--- config.mk ---
export PLATFORM = sky130hd
export DESIGN_NAME = cprc_track
export DESIGN_NICKNAME = d
export VERILOG_FILES = /design/src/hdl/cprc_pkg.sv /design/src/hdl/cprc_track.sv
export SDC_FILE = /design/constraint.sdc
export NUM_CORES = 1
export LEC_CHECK = 0
export BUFFER_PORTS_ARGS = -buffer_cell sky130_fd_sc_hd__buf_2
export CORE_MARGIN = 1.5
export CORE_UTILIZATION = 59
export CTS_CLUSTER_SIZE = 30
export DETAILED_ROUTE_END_ITERATION = 8
export PLACE_DENSITY = 0.86
export SLEW_MARGIN = 20
export SYNTH_ARGS = -nofsm -noshare
export SYNTH_HDL_FRONTEND = slang
export SYNTH_SLANG_ARGS = --single-unit
--- constraint.sdc ---
create_clock -name clk_i -period 4.94 [get_ports clk_i]
set_clock_uncertainty 0.15 [all_clocks]
set_input_delay 0.494 -clock clk_i [delete_from_list [all_inputs] [get_ports clk_i]]
set_output_delay 0.494 -clock clk_i [all_outputs]
set_load 0.01 [all_outputs]
--- src/hdl/cprc_pkg.sv ---
// Shared types and constants for the card page-read reply checker.
package cprc_pkg;

  localparam int unsigned BLOCK_BYTES = 144;
  localparam int unsigned CHUNK_BYTES = 128;
  localparam int unsigned TAIL_BYTES  = 16;

  localparam logic [7:0] POS_LAST        = 8'(BLOCK_BYTES - 1);
  localparam logic [7:0] POS_DATA_START  = 8'd4;
  localparam logic [7:0] POS_CHUNK_SUM   = 8'(4 + CHUNK_BYTES);
  localparam logic [7:0] POS_TAIL_END    = 8'(4 + TAIL_BYTES);
  localparam logic [7:0] POS_SETPAGE_ACK = 8'd8;
  localparam logic [7:0] POS_END_ACK     = 8'd3;

  localparam logic [7:0]  ACK_BYTE    = 8'h5a;
  localparam logic [15:0] STATUS_MASK = 16'hf000;
  localparam logic [15:0] STATUS_GOOD = 16'h1000;

  localparam logic [1:0] CFG_CHUNKS = 2'd0;
  localparam logic [1:0] CFG_TAIL   = 2'd1;

  localparam logic [1:0] KIND_PAGE   = 2'd0;
  localparam logic [1:0] KIND_TAIL   = 2'd1;
  localparam logic [1:0] KIND_STATUS = 2'd2;

  localparam logic [2:0] ST_GOOD        = 3'd0;
  localparam logic [2:0] ST_XFER_FAIL   = 3'd1;
  localparam logic [2:0] ST_SETPAGE_ACK = 3'd2;
  localparam logic [2:0] ST_CHUNK_SUM   = 3'd3;
  localparam logic [2:0] ST_END_ACK     = 3'd4;

  typedef struct packed {
    logic [7:0]  rx_byte;
    logic [15:0] transfer_status;
  } in_item_t;

  typedef struct packed {
    logic [7:0] out_byte;
    logic [1:0] item_kind;
    logic [2:0] read_status;
  } out_item_t;

  typedef struct packed {
    logic [3:0] chunks_per_page;
    logic       tail_present;
  } cfg_t;

endpackage

--- src/hdl/cprc_track.sv ---
// Batch position tracking, ack and checksum checks, result decode.
module cprc_track #(
  parameter int unsigned MAX_FRAMES = 11
) (
  input  logic              clk_i,
  input  logic              rst_ni,
  input  logic              fire_i,
  input  cprc_pkg::in_item_t item_i,
  input  cprc_pkg::cfg_t    cfg_i,
  output logic              res_valid_o,
  output cprc_pkg::out_item_t res_o
);
  import cprc_pkg::*;

  localparam logic [4:0] MaxFramesW = 5'(MAX_FRAMES);
  localparam logic [3:0] EndCut     = 4'(MAX_FRAMES - 1);

  logic [7:0] pos_q, pos_d;
  logic [3:0] blk_q, blk_d;
  logic [7:0] par_q, par_d;
  logic       sp_q, sp_d, sums_q, sums_d, end_q, end_d;

  logic [4:0] frames;
  logic       too_long;
  logic [3:0] last_blk;
  logic       is_end, is_chunk, is_tail, final_byte, xfer_bad;
  logic [7:0] b;

  always_comb begin
    b          = item_i.rx_byte;
    frames     = 5'd2 + {1'b0, cfg_i.chunks_per_page} + {4'd0, cfg_i.tail_present};
    too_long   = frames >= MaxFramesW;
    last_blk   = too_long ? EndCut : (frames[3:0] - 4'd1);
    is_end     = (blk_q != 4'd0) && (blk_q == last_blk);
    is_chunk   = (blk_q != 4'd0) && !is_end && (blk_q <= cfg_i.chunks_per_page);
    is_tail    = (blk_q != 4'd0) && !is_end && !is_chunk && cfg_i.tail_present &&
                 ({1'b0, blk_q} == 5'd1 + {1'b0, cfg_i.chunks_per_page});
    final_byte = (blk_q == last_blk) && (pos_q == POS_LAST);
    xfer_bad   = too_long || ((item_i.transfer_status & STATUS_MASK) != STATUS_GOOD);

    pos_d  = pos_q;
    blk_d  = blk_q;
    par_d  = par_q;
    sp_d   = sp_q;
    sums_d = sums_q;
    end_d  = end_q;
    res_valid_o = 1'b0;
    res_o       = '0;

    if (blk_q == 4'd0) begin
      if (pos_q == POS_SETPAGE_ACK && b == ACK_BYTE) sp_d = 1'b1;
    end else if (is_end) begin
      if (pos_q == POS_END_ACK && b == ACK_BYTE) end_d = 1'b1;
    end else if (is_chunk) begin
      if (pos_q >= POS_DATA_START && pos_q < POS_CHUNK_SUM) begin
        par_d = (pos_q == POS_DATA_START) ? b : (par_q ^ b);
        res_valid_o = 1'b1;
        res_o.out_byte  = b;
        res_o.item_kind = KIND_PAGE;
      end else if (pos_q == POS_CHUNK_SUM) begin
        if (par_q != b) sums_d = 1'b0;
      end
    end else if (is_tail) begin
      if (pos_q >= POS_DATA_START && pos_q < POS_TAIL_END) begin
        res_valid_o = 1'b1;
        res_o.out_byte  = b;
        res_o.item_kind = KIND_TAIL;
      end
    end

    if (final_byte) begin
      res_valid_o = 1'b1;
      res_o.out_byte  = '0;
      res_o.item_kind = KIND_STATUS;
      if (xfer_bad)     res_o.read_status = ST_XFER_FAIL;
      else if (!sp_q)   res_o.read_status = ST_SETPAGE_ACK;
      else if (!end_q)  res_o.read_status = ST_END_ACK;
      else if (!sums_q) res_o.read_status = ST_CHUNK_SUM;
      else              res_o.read_status = ST_GOOD;
      pos_d  = '0;
      blk_d  = '0;
      par_d  = '0;
      sp_d   = 1'b0;
      sums_d = 1'b1;
      end_d  = 1'b0;
    end else if (pos_q == POS_LAST) begin
      pos_d = '0;
      blk_d = blk_q + 4'd1;
    end else begin
      pos_d = pos_q + 8'd1;
    end
  end

  always_ff @(posedge clk_i or negedge rst_ni) begin
    if (!rst_ni) begin
      pos_q  <= '0;
      blk_q  <= '0;
      par_q  <= '0;
      sp_q   <= 1'b0;
      sums_q <= 1'b1;
      end_q  <= 1'b0;
    end else if (fire_i) begin
      pos_q  <= pos_d;
      blk_q  <= blk_d;
      par_q  <= par_d;
      sp_q   <= sp_d;
      sums_q <= sums_d;
      end_q  <= end_d;
    end
  end

endmodule

# After elaboration in Yosys (flattened, before gate mapping)

Index checks and enable logic that the tools add are counted.

Register bits after elaboration: 23
Bits in latches: 0
Memory bits (writable): 0
Memory bits (read-only): 0
Output and inout bits: 14
Logic and storage cells: 104
Memories: 0

$add $sub $neg: 6
$mul: 0
Divide/modulo/power cells: 0
Magnitude comparators: 5
Equality and inequality tests: 13
Shift operators: 0
Muxes and demuxes: 43
Bitwise gates (word level): 1
Reduce and logical (&&, ||, !) cells: 30

Operators with widths:

| kind                | number |
|---|---|
| $mux 8              | 8 |
| $mux 10             | 6 |
| $mux 1              | 21 |
| $reduce_bool 2->1   | 9 |
| $eq 8x8->1 const B  | 2 |
| $mux 13             | 1 |
| $mux 4              | 3 |
| $logic_and 1x1->1   | 11 |
| $mux 3              | 3 |
| $add 8x1->8 const B | 1 |
| $eq 8x2->1 const B  | 1 |
| $eq 8x3->1 const B  | 1 |
| $eq 8x4->1 const B  | 1 |
| $eq 8x7->1 const B  | 1 |
| $ge 8x3->1 const B  | 1 |
| $lt 8x5->1 const B  | 1 |
| $lt 8x8->1 const B  | 1 |
| $ne 8x8->1          | 1 |
| $xor 8x8->8         | 1 |
| $reduce_and 7->1    | 1 |
| $add 1x4->5 const A | 1 |
| $add 2x4->5 const A | 1 |
| $add 5x1->5         | 1 |
| $eq 4x5->1          | 1 |
| 17 further kinds    | 19 |

# Logic depth before layout (Yosys ltp)

Gate-level depths: netlist (run 1).

Depth in word-level cells: 18
Gate-level depth with buffers: 11
Mapped depth without buffers: 11

# Least setup slack after synthesis (run 1)

Ideal clock, no wire load.

Path type: input to output
Start: input cfg_i[0] (netlist bit)
End: output res_o[10] (netlist bit)
Arrival time: 2.961 ns
Data required time: 4.296 ns
Path slack: 1.335 ns
Stages on the path: 11
Path buffers: 0
Cells stage by stage: ha_1 > inv_1 > ha_1 > inv_1 > ha_1 > or4_1 > mux2_2 > xor2_2 > nor3_4 > a211oi_2 > and2_1

RTL lines:

| what        | line             | text |
|---|---|---|
| from (decl) | cprc_track.sv:9  | `input cprc_pkg::cfg_t cfg_i,` |
| to (decl)   | cprc_track.sv:11 | `output cprc_pkg::out_item_t res_o` |

==> impl_metrics.ini, run 1 <==
[setup_path]
cpMostUsedCell = ha_1
crit_required_ps = 4300
critPathCaptureType = primary output
max_stage_delay_ps = 520
worstSetupPathType = input pin to primary output
path_cells = buf_2 -> ha_1 -> inv_1 -> ha_1 -> inv_1 -> ha_1 -> or4_1 -> mux2_2 -> xor2_2 -> nor3_4 -> a211oi_2 -> and2_1 -> buf_2
cp_max_fo = 9
cpMaxStageDelayCell = or4_1
cp.arrival_ps = 3520
critPathLaunchType = input pin

[floorplan]
die_area_um2 = 3890
start_util = 0.618
core_um2 = 3360
std_cell_rows = 21
ioPinCount = 46
die_w_um = 62.3
die_h_um = 62.3

[place]
io_buffers = 33
globalplace.congestion = 0.790
placed_cell_area_um2 = 2250
hpwl_mm = 3.52
dpl_worst_slack_ps = 781

[pwr]
power_density_nw_per_um2 = 349
peakVddDrop_mv = 0.337
p_comb_frac = 0.489
clock_power_share = 0.112
p_sw_mw = 0.351
internal-power_mw = 0.449
leakagePower_nw = 1.07
p_seq_frac = 0.398
swShare = 0.439
total_power_mw = 0.800

[synth]
synth_xor_area_frac = 0.149
synth_area_leaders = dfrtp_1 27%, xor2_1 9.3%, ha_1 7.8%, nand2_1 5.1%, inv_1 3.4%
synthAdderAreaFrac = 0.0783
synth_cell_type_count = 58
synth-simple-area-share = 0.267
ys_async_sr_fraction = 1.00
synth_compound_area_frac = 0.158
synth_mux_area_frac = 0.0102
synth-edff-count = 0
avgSynthCellArea_um2 = 8.41
ys.flop_type = dfrtp_1
synthesis.area_um2 = 2080
synth_top_area_cell = dfrtp_1
syn_nets = 292
seq_area_frac_synth = 0.278
synthCells = 247
yosysTopAreaCellShare = 0.265
synth_top_family_by_area = simple AND/OR/NAND/NOR gates
synth_seq_cells = 23
ys_warn_count = 0

[sta]
rsz0062_at_grt = false
layout_min_cycle_time_ps = 4160
hold_viol_final = 0
slew_headroom = 0.650
worstMarginPinSlew_ps = 525
timing.final.crit_share = 0.843
slew_violations = 0
tns_ps = 0
setup_viol = 0
setup_ws_ps = 776
max_freq_mhz = 240

[routing]
totalWireLength_mm = 4.48
drtPass1Iterations = 4
initialDrtViolationCount = 123
vias = 1849
wl_per_cell_um = 14.0
ant_nets = 0
avgViaCountPerCell = 5.76
drc = 0

[global_routing]
grt_usage = 0.252
antenna_found_initial = 0
grt_pass1_wl_mm = 7.96
grt_overflow = 0
grt_max_degree = 24
grt_pass1_vias = 1812

[clock_network]
path_clk_slew_ps = 130
cts_resized = 0
cts.htree.levels = 1
clock-sinks = 23
root_buffer = clkbuf_4
clock_latency_ps = 320
cts_buffer_depth = 2
cts_inserted_buffers = 3
cts_tree = yes

[final_layout]
drive_above_1_share = 0.178
diodes = 0
layout_commonest_cell = buf_2
synthToLayoutAreaGrowth_pct = 10.2
fill_cells = 290
nNetsFinal = 321
fin_area_um2 = 2290
mostFrequentLayoutCells = 33 x buf_2, 28 x nand2_1, 22 x xor2_1, 22 x dfrtp_1, 19 x inv_1

[worst_hold_path]
hold_path.class = input pin to flop

[run]
maxCapViolCount = 0

[status]
status = completed
==> flip-flops by register name, indices dropped and copies added (netlist names) <==
| name | cells |
|---|---|
| par_q | 8 |
| pos_q | 8 |
| blk_q | 4 |
| end_q | 1 |
| sp_q | 1 |
| sums_q | 1 |
==> per-layer routing <==
layer	vias up	GRT usage	share of wire
li1	920	-	-
met3	8	0.0471	0.037
met5	-	0	0
met4	0	0.0750	0.012
met2	47	0.433	0.51
met1	874	0.323	0.44
==> kinds of logic (layout without fill, tap and decap cells) <==
| family | count (synthesis) | in the layout |
|---|---|---|
| and+or+nand+nor | 102 | 102 |
| AOI/OAI and AO/OA | 45 | 45 |
| xor gates and xnor gates | 32 | 32 |
| buffers and inverters | 30 | 58 |
| DFF | 23 | 23 |
| adders and majority gates | 13 | 13 |
| muxes | 2 | 2 |
==> synthesized netlist by cell type, types with 2 or more instances <==
| master | count |
|---|---|
| o21ai_1 | 3 |
| nor3_1 | 8 |
| nand3_1 | 9 |
| dfrtp_1 | 22 |
| nor2b_1 | 2 |
| and3b_1 | 2 |
| o2bb2ai_1 | 2 |
| and2_1 | 10 |
| nand2b_1 | 5 |
| nand3b_1 | 2 |
| a31oi_1 | 5 |
| nand4_1 | 5 |
| o21ai_0 | 5 |
| xor2_1 | 22 |
| a211oi_1 | 2 |
| nor2_1 | 16 |
| inv_1 | 19 |
| nor4_1 | 3 |
| o22ai_1 | 9 |
| or2_1 | 4 |
| a21oi_1 | 3 |
| o21a_1 | 3 |
| clkbuf_1 | 5 |
| nand2_1 | 28 |
| xnor2_1 | 7 |
| ha_1 | 13 |
| buf_4 | 2 |
==> timing repair <==
item	CTS	global route
hold buffers	1	0
endpoints found under the hold margin	21	0
buffers inserted	0	0
==> power groups by stage <==
stage	registers (mW)	logic, mW	clock network, mW
6_report	0.319	0.392	0.0898
5_1_grt	0.328	0.449	0.0980
2_1_floorplan	0.290	0.316	0
4_1_cts	0.316	0.390	0.0916
3_5_place_dp	0.320	0.386	0
3_3_place_gp	0.317	0.369	0
==> final cells by class <==
cell class                      instances  area (um2)  share of cell area
Clock buffer                            3        22.5             0.00984
Clock inverter                          1        5.00             0.00219
Inverter                               20        75.1              0.0328
Multi-Input combinational cell        194        1380               0.602
Sequential cell                        23         577               0.252
Tap cell                               46        57.6              0.0251
Timing Repair Buffer                   34         175              0.0765
==> per-stage QoR <==
step | utilization | std cells | hold WS [ps]
after global placement | 0.670 | 316 | 344
after floorplan | - | 247 | 48.4
after CTS | 0.681 | 321 | 314
after detailed placement | 0.670 | 316 | 351
after global routing | 0.681 | 321 | 356
final | 0.681 | 321 | 333
==> worst max-delay path: cells and delay by family <==
family                     cells  cell delay, ps
buffers and inverters          4             380
AOI/OAI and AO/OA              1             470
muxes                          1             320
xor gates and xnor gates       1             310
adders and majority gates      3             730
and+or+nand+nor                3             820
==> worst paths after layout <==
path                           from       end  slack, ps  depth (start not counted)
setup / recovery           cfg_i[1]  res_o[6]        780                         13
hold / removal               fire_i  pos_q[1]        330                          2
setup reg to reg           blk_q[1]  par_q[0]       2180                          8
hold reg to reg            pos_q[6]  pos_q[6]        380                          1
max in group asynchronous    rst_ni    sums_q       3760                          2
min in group asynchronous    rst_ni  par_q[0]        520                          2
No activity file was read; power rests on OpenSTA's default activity.
==> run 2, diff against run 1 <==
--- a/config.mk
+++ b/config.mk
@@ -5,12 +5,13 @@
 export SDC_FILE = /design/constraint.sdc
 export NUM_CORES = 1
 export LEC_CHECK = 0
+export ABC_AREA = 1
 export BUFFER_PORTS_ARGS = -buffer_cell sky130_fd_sc_hd__buf_2
 export CORE_MARGIN = 1.5
-export CORE_UTILIZATION = 59
+export CORE_UTILIZATION = 55
 export CTS_CLUSTER_SIZE = 30
 export DETAILED_ROUTE_END_ITERATION = 8
-export PLACE_DENSITY = 0.86
+export PLACE_DENSITY = 0.8
 export SLEW_MARGIN = 20
 export SYNTH_ARGS = -nofsm -noshare
 export SYNTH_HDL_FRONTEND = slang
==> constraint.sdc (replaced) <==
create_clock -name clk_i -period 3.9 [get_ports clk_i]
set_clock_uncertainty 0.15 [all_clocks]
set_input_delay 0.39 -clock clk_i [delete_from_list [all_inputs] [get_ports clk_i]]
set_output_delay 0.39 -clock clk_i [all_outputs]
set_load 0.01 [all_outputs]
==> impl_metrics.ini, run 2 <==
[status]
status = completed

[setup_path]
critPathLaunchType = input pin
crit_required_ps = 3360
worstSetupPathType = input pin to primary output
r2r_cells = 8
cp.arrival_ps = 2850
critPathCaptureType = primary output
cp_max_fo = 15

[synth]
syn_nets = 381
synth_top_area_cell = dfrtp_1
ys_async_sr_fraction = 1.00
ys_warn_count = 0
synth-edff-count = 0
synth_cell_type_count = 33
ys.flop_type = dfrtp_1
yosysTopAreaCellShare = 0.249
synth_mux_area_frac = 0
seq_area_frac_synth = 0.261
synthesis.area_um2 = 2210
synth_xor_area_frac = 0.0594
synthAdderAreaFrac = 0.0736
synth_area_leaders = dfrtp_1 25%, nand2_1 14%, inv_1 12%, ha_1 7.4%, nand3_1 6.1%
yosys-top-cells-count = 83 x nand2_1, 70 x inv_1, 28 x nor2_1, 27 x nand3_1, 22 x dfrtp_1
synth.most_common_cell = nand2_1
synth_top_family_by_area = simple AND/OR/NAND/NOR gates
synth_seq_cells = 23
avgSynthCellArea_um2 = 6.58
synth_compound_area_frac = 0.0656
synth-simple-area-share = 0.401
synthCells = 336

[floorplan]
die_h_um = 66.4
start_util = 0.586
std_cell_rows = 22
die_area_um2 = 4410
die_w_um = 66.4
ioPinCount = 46
core_um2 = 3770

[sta]
slew_headroom = 0.511
slew_violations = 0
max_freq_mhz = 295
fin_hold_ws_ps = 253
setup_ws_ps = 510
rsz0062_at_grt = false
worstMarginPinSlew_ps = 731
setup_viol = 0
tns_ps = 0
layout_min_cycle_time_ps = 3390
timing.final.crit_share = 0.869
hold_viol_final = 0

[routing]
drtPass1Iterations = 5
initialDrtViolationCount = 85
drc = 0
wl_per_cell_um = 11.4
vias = 2116
ant_nets = 0
avgViaCountPerCell = 5.07
totalWireLength_mm = 4.75

[final_layout]
mostFrequentLayoutCells = 83 x nand2_1, 70 x inv_1, 33 x buf_2
layout_commonest_cell = nand2_1
nNetsFinal = 415
register_area_um2 = 577
top_regs = par_q (8), pos_q (8), blk_q (4)
multi_input_area_um2 = 1330
diodes = 0
synthToLayoutAreaGrowth_pct = 10.9
fill_cells = 356
drive_above_1_share = 0.165

[place]
io_buffers = 33
hpwl_mm = 3.71
dpl_worst_slack_ps = 508
globalplace.congestion = 0.865

[global_routing]
grt_usage = 0.241
grt_pass1_vias = 1912
grt_overflow = 0
grt_pass1_wl_mm = 8.27
antenna_found_initial = 0
grt_max_degree = 24

[run]
maxCapViolCount = 0

[clock_network]
cts_buffer_depth = 2
clock_latency_ps = 270
cts_inserted_buffers = 3
cts_tree = yes
root_buffer = clkbuf_8
path_clk_slew_ps = 70
clock-sinks = 23
cts.htree.levels = 1

[worst_hold_path]
hold_path.class = input pin to flop
hold-path-cell-count = 2

[pwr]
power_density_nw_per_um2 = 420
peakVddDrop_mv = 0.231
leakagePower_nw = 1.43
## run 2: cell types whose count changed in the layout (fill, tap and decap cells not counted), moves of 8 or more
cell,previous run,this run
o22ai_1,9,0
nand4_1,5,13
nand2_2,0,8
nor2_1,16,28
o21ai_0,5,17
and2_1,10,0
nand3_1,9,27
inv_1,19,70
xor2_1,22,9
nand2_1,28,83
## run 2: kinds of logic after synthesis
kind of cell | Yosys count
simple gates | 182
buf+inv | 76
compound gates | 27
flops | 23
xor+xnor | 15
fa+ha+maj | 13
## run 2: report_power, final
group	leakage, nW	total, mW	internal, mW	switching [mW]
Sequential	0.269	0.387	0.316	0.0711
Clock	0.0228	0.151	0.0732	0.0778
Combinational	1.14	0.492	0.192	0.300
## run 2: critical path, cell delays in order
cell and delay, ps:
buf_2 120, ha_1 180, inv_1 50, ha_1 330
inv_1 70, ha_1 180, a21oi_1 120, nand2_1 100
nand2_4 120, nand2_1 80, o21ai_1 150, nand2_1 100
nor2_4 130, nand3_4 190, or2_1 300, nor3_2 110
buf_2 150
## run 2: path summary, 6_finish.rpt
kind / from / end / slack [ps]
setup / recovery: cfg_i[1] / res_o[2] / 510
hold / removal: fire_i / pos_q[0] / 250
setup reg to reg: pos_q[5] / par_q[1] / 1490
hold reg to reg: sums_q / sums_q / 330
max in group asynchronous: rst_ni / pos_q[7] / 2750
min in group asynchronous: rst_ni / blk_q[3] / 490
## run 2: layer usage
| layer | vias to the layer above | wire, um | global-route usage |
|---|---|---|---|
| li1 | 1122 | - | - |
| met1 | 959 | 2320 | 0.325 |
| met2 | 31 | 2260 | 0.406 |
| met3 | 4 | 128 | 0.0358 |
| met4 | 0 | 47 | 0.0536 |
| met5 | - | 0 | 0 |
## run 2: through the flow
| stage | total power [mW] | cell area (um2) | utilization | std cells |
|---|---|---|---|---|
| 6_report | 1.03 | 2450 | 0.650 | 417 |
| 5_1_grt | 1.14 | 2450 | 0.650 | 417 |
| 4_1_cts | 1.04 | 2450 | 0.650 | 417 |
| 3_5_place_dp | 0.879 | 2400 | 0.636 | 412 |
| 3_3_place_gp | 0.863 | 2400 | 0.636 | 412 |
| 2_1_floorplan | 0.764 | 2210 | - | 336 |
## run 2: cell type report
type	instances	area share
sequential	23	0.235
tap	48	0.0245
inverter	71	0.110
timing repair buffer	34	0.0714
clock buffer	4	0.0184
multi-input combinational	237	0.541
## run 2: what timing repair did
action	CTS	global route
setup buffers	0	0
gates resized for setup	0	0
hold buffers	1	0
endpoints found under the hold margin	22	0
==> run 3, diff against run 2 <==
--- a/config.mk
+++ b/config.mk
@@ -9,6 +9,7 @@
 export BUFFER_PORTS_ARGS = -buffer_cell sky130_fd_sc_hd__buf_2
 export CORE_MARGIN = 1.5
 export CORE_UTILIZATION = 55
+export CTS_BUF_LIST = sky130_fd_sc_hd__clkbuf_16
 export CTS_CLUSTER_SIZE = 30
 export DETAILED_ROUTE_END_ITERATION = 8
 export PLACE_DENSITY = 0.8
==> impl_metrics.ini, run 3 (synthesis gave the netlist of run 2 again) <==
[sta]
fin_hold_ws_ps = 271
rsz0062_at_grt = false
slew_violations = 0
hold_viol_final = 0
tns_ps = 0
layout_min_cycle_time_ps = 3400
timing.final.crit_share = 0.871
max_freq_mhz = 294
setup_viol = 0
worstMarginPinSlew_ps = 735
setup_ws_ps = 503
slew_headroom = 0.508

[global_routing]
grt_usage = 0.244
grt_max_degree = 24
grt_pass1_wl_mm = 8.34
antenna_found_initial = 0
grt_pass1_vias = 1920
grt_overflow = 0

[floorplan]
start_util = 0.586
die_w_um = 66.4
ioPinCount = 46
die_area_um2 = 4410
core_um2 = 3770
die_h_um = 66.4
std_cell_rows = 22

[pwr]
power_density_nw_per_um2 = 446
peakVddDrop_mv = 0.344
leakagePower_nw = 1.45

[place]
dpl_worst_slack_ps = 508
io_buffers = 33
hpwl_mm = 3.71
globalplace.congestion = 0.865
placed_cells = 412

[routing]
wl_per_cell_um = 11.6
vias = 2123
avgViaCountPerCell = 5.09
initialDrtViolationCount = 108
totalWireLength_mm = 4.82
drtPass1Iterations = 4
drc = 0
ant_nets = 0

[clock_network]
cts_inserted_buffers = 3
clock_latency_ps = 260
root_buffer = clkbuf_16
clock-sinks = 23
cts_tree = yes
path_clk_slew_ps = 60
cts.htree.levels = 1
cts_buffer_depth = 2

[final_layout]
layout_commonest_cell = nand2_1
stdcell_count = 417
top_regs = par_q (8), pos_q (8), blk_q (4)
synthToLayoutAreaGrowth_pct = 12.5
nNetsFinal = 415
fin_util = 0.659
mostFrequentLayoutCells = 83 x nand2_1, 71 x inv_1, 33 x buf_2
drive_above_1_share = 0.165
diodes = 0

[setup_path]
critPathCaptureType = primary output
cp_max_fo = 15
max_stage_delay_ps = 330
cp.arrival_ps = 2860
cpMaxStageDelayCell = ha_1
crit_required_ps = 3360
worstSetupPathType = input pin to primary output
critPathLaunchType = input pin
path_cells = buf_2 -> ha_1 -> inv_1 -> ha_1 -> inv_1 -> ha_1 -> a21oi_1 -> nand2_1 -> nand2_4 -> nand2_1 -> o21ai_1 -> nand2_1 -> nor2_4 -> nand3_4 -> or2_1 -> nor3_2 -> buf_2

[run]
maxCapViolCount = 0

[status]
status = completed

[worst_hold_path]
hold_path.class = input pin to flop
run 3: routing by layer:
metal / wire length (um) / GRT usage
met4: 40 / 0.0536
met2: 2310 / 0.415
met1: 2320 / 0.323
met3: 149 / 0.0409
met5: 0 / 0
run 3: final cells by class:
type,count,area [um2]
Clock inverter,1,3.75
Multi-Input combinational cell,237,1330
Inverter,71,269
Timing Repair Buffer,34,175
Clock buffer,3,75.1
Tap cell,48,60.1
Sequential cell,23,577
Fill cell,349,1280
run 3: worst max-delay path: cells and delay by family:
kind / cells / cell delay, ps
simple gates: 8 / 1140
buf+inv: 4 / 390
compound gates: 2 / 260
fa+ha+maj: 3 / 690
run 3: path summary, 6_finish.rpt:
| path | startpoint | endpoint | slack, ps | cells past startpoint |
|---|---|---|---|---|
| min | fire_i | pos_q[0] | 270 | 2 |
| min in group asynchronous | rst_ni | blk_q[3] | 510 | 2 |
| max reg2reg | pos_q[5] | par_q[1] | 1480 | 8 |
| max | cfg_i[1] | res_o[2] | 500 | 17 |
| max in group asynchronous | rst_ni | pos_q[6] | 2720 | 2 |
| min reg2reg | sums_q | sums_q | 340 | 2 |
run 3: power by group:
part	internal, mW	leakage [nW]	switching (mW)
sequential	0.316	0.269	0.0731
clock	0.137	0.0423	0.0846
combinational	0.192	1.14	0.305
run 3: repair_timing:
action	4_1_cts	5_1_grt
hold buffers	1	0
buffers inserted	0	0
endpoints found under the hold margin	22	0
resized for setup	0	0
run 3: per-stage QoR:
stage | cell area (um2) | power, mW
2_1_floorplan | 2210 | 0.764
3_3_place_gp | 2400 | 0.863
3_5_place_dp | 2400 | 0.879
4_1_cts | 2490 | 1.11
5_1_grt | 2490 | 1.21
6_report | 2490 | 1.11
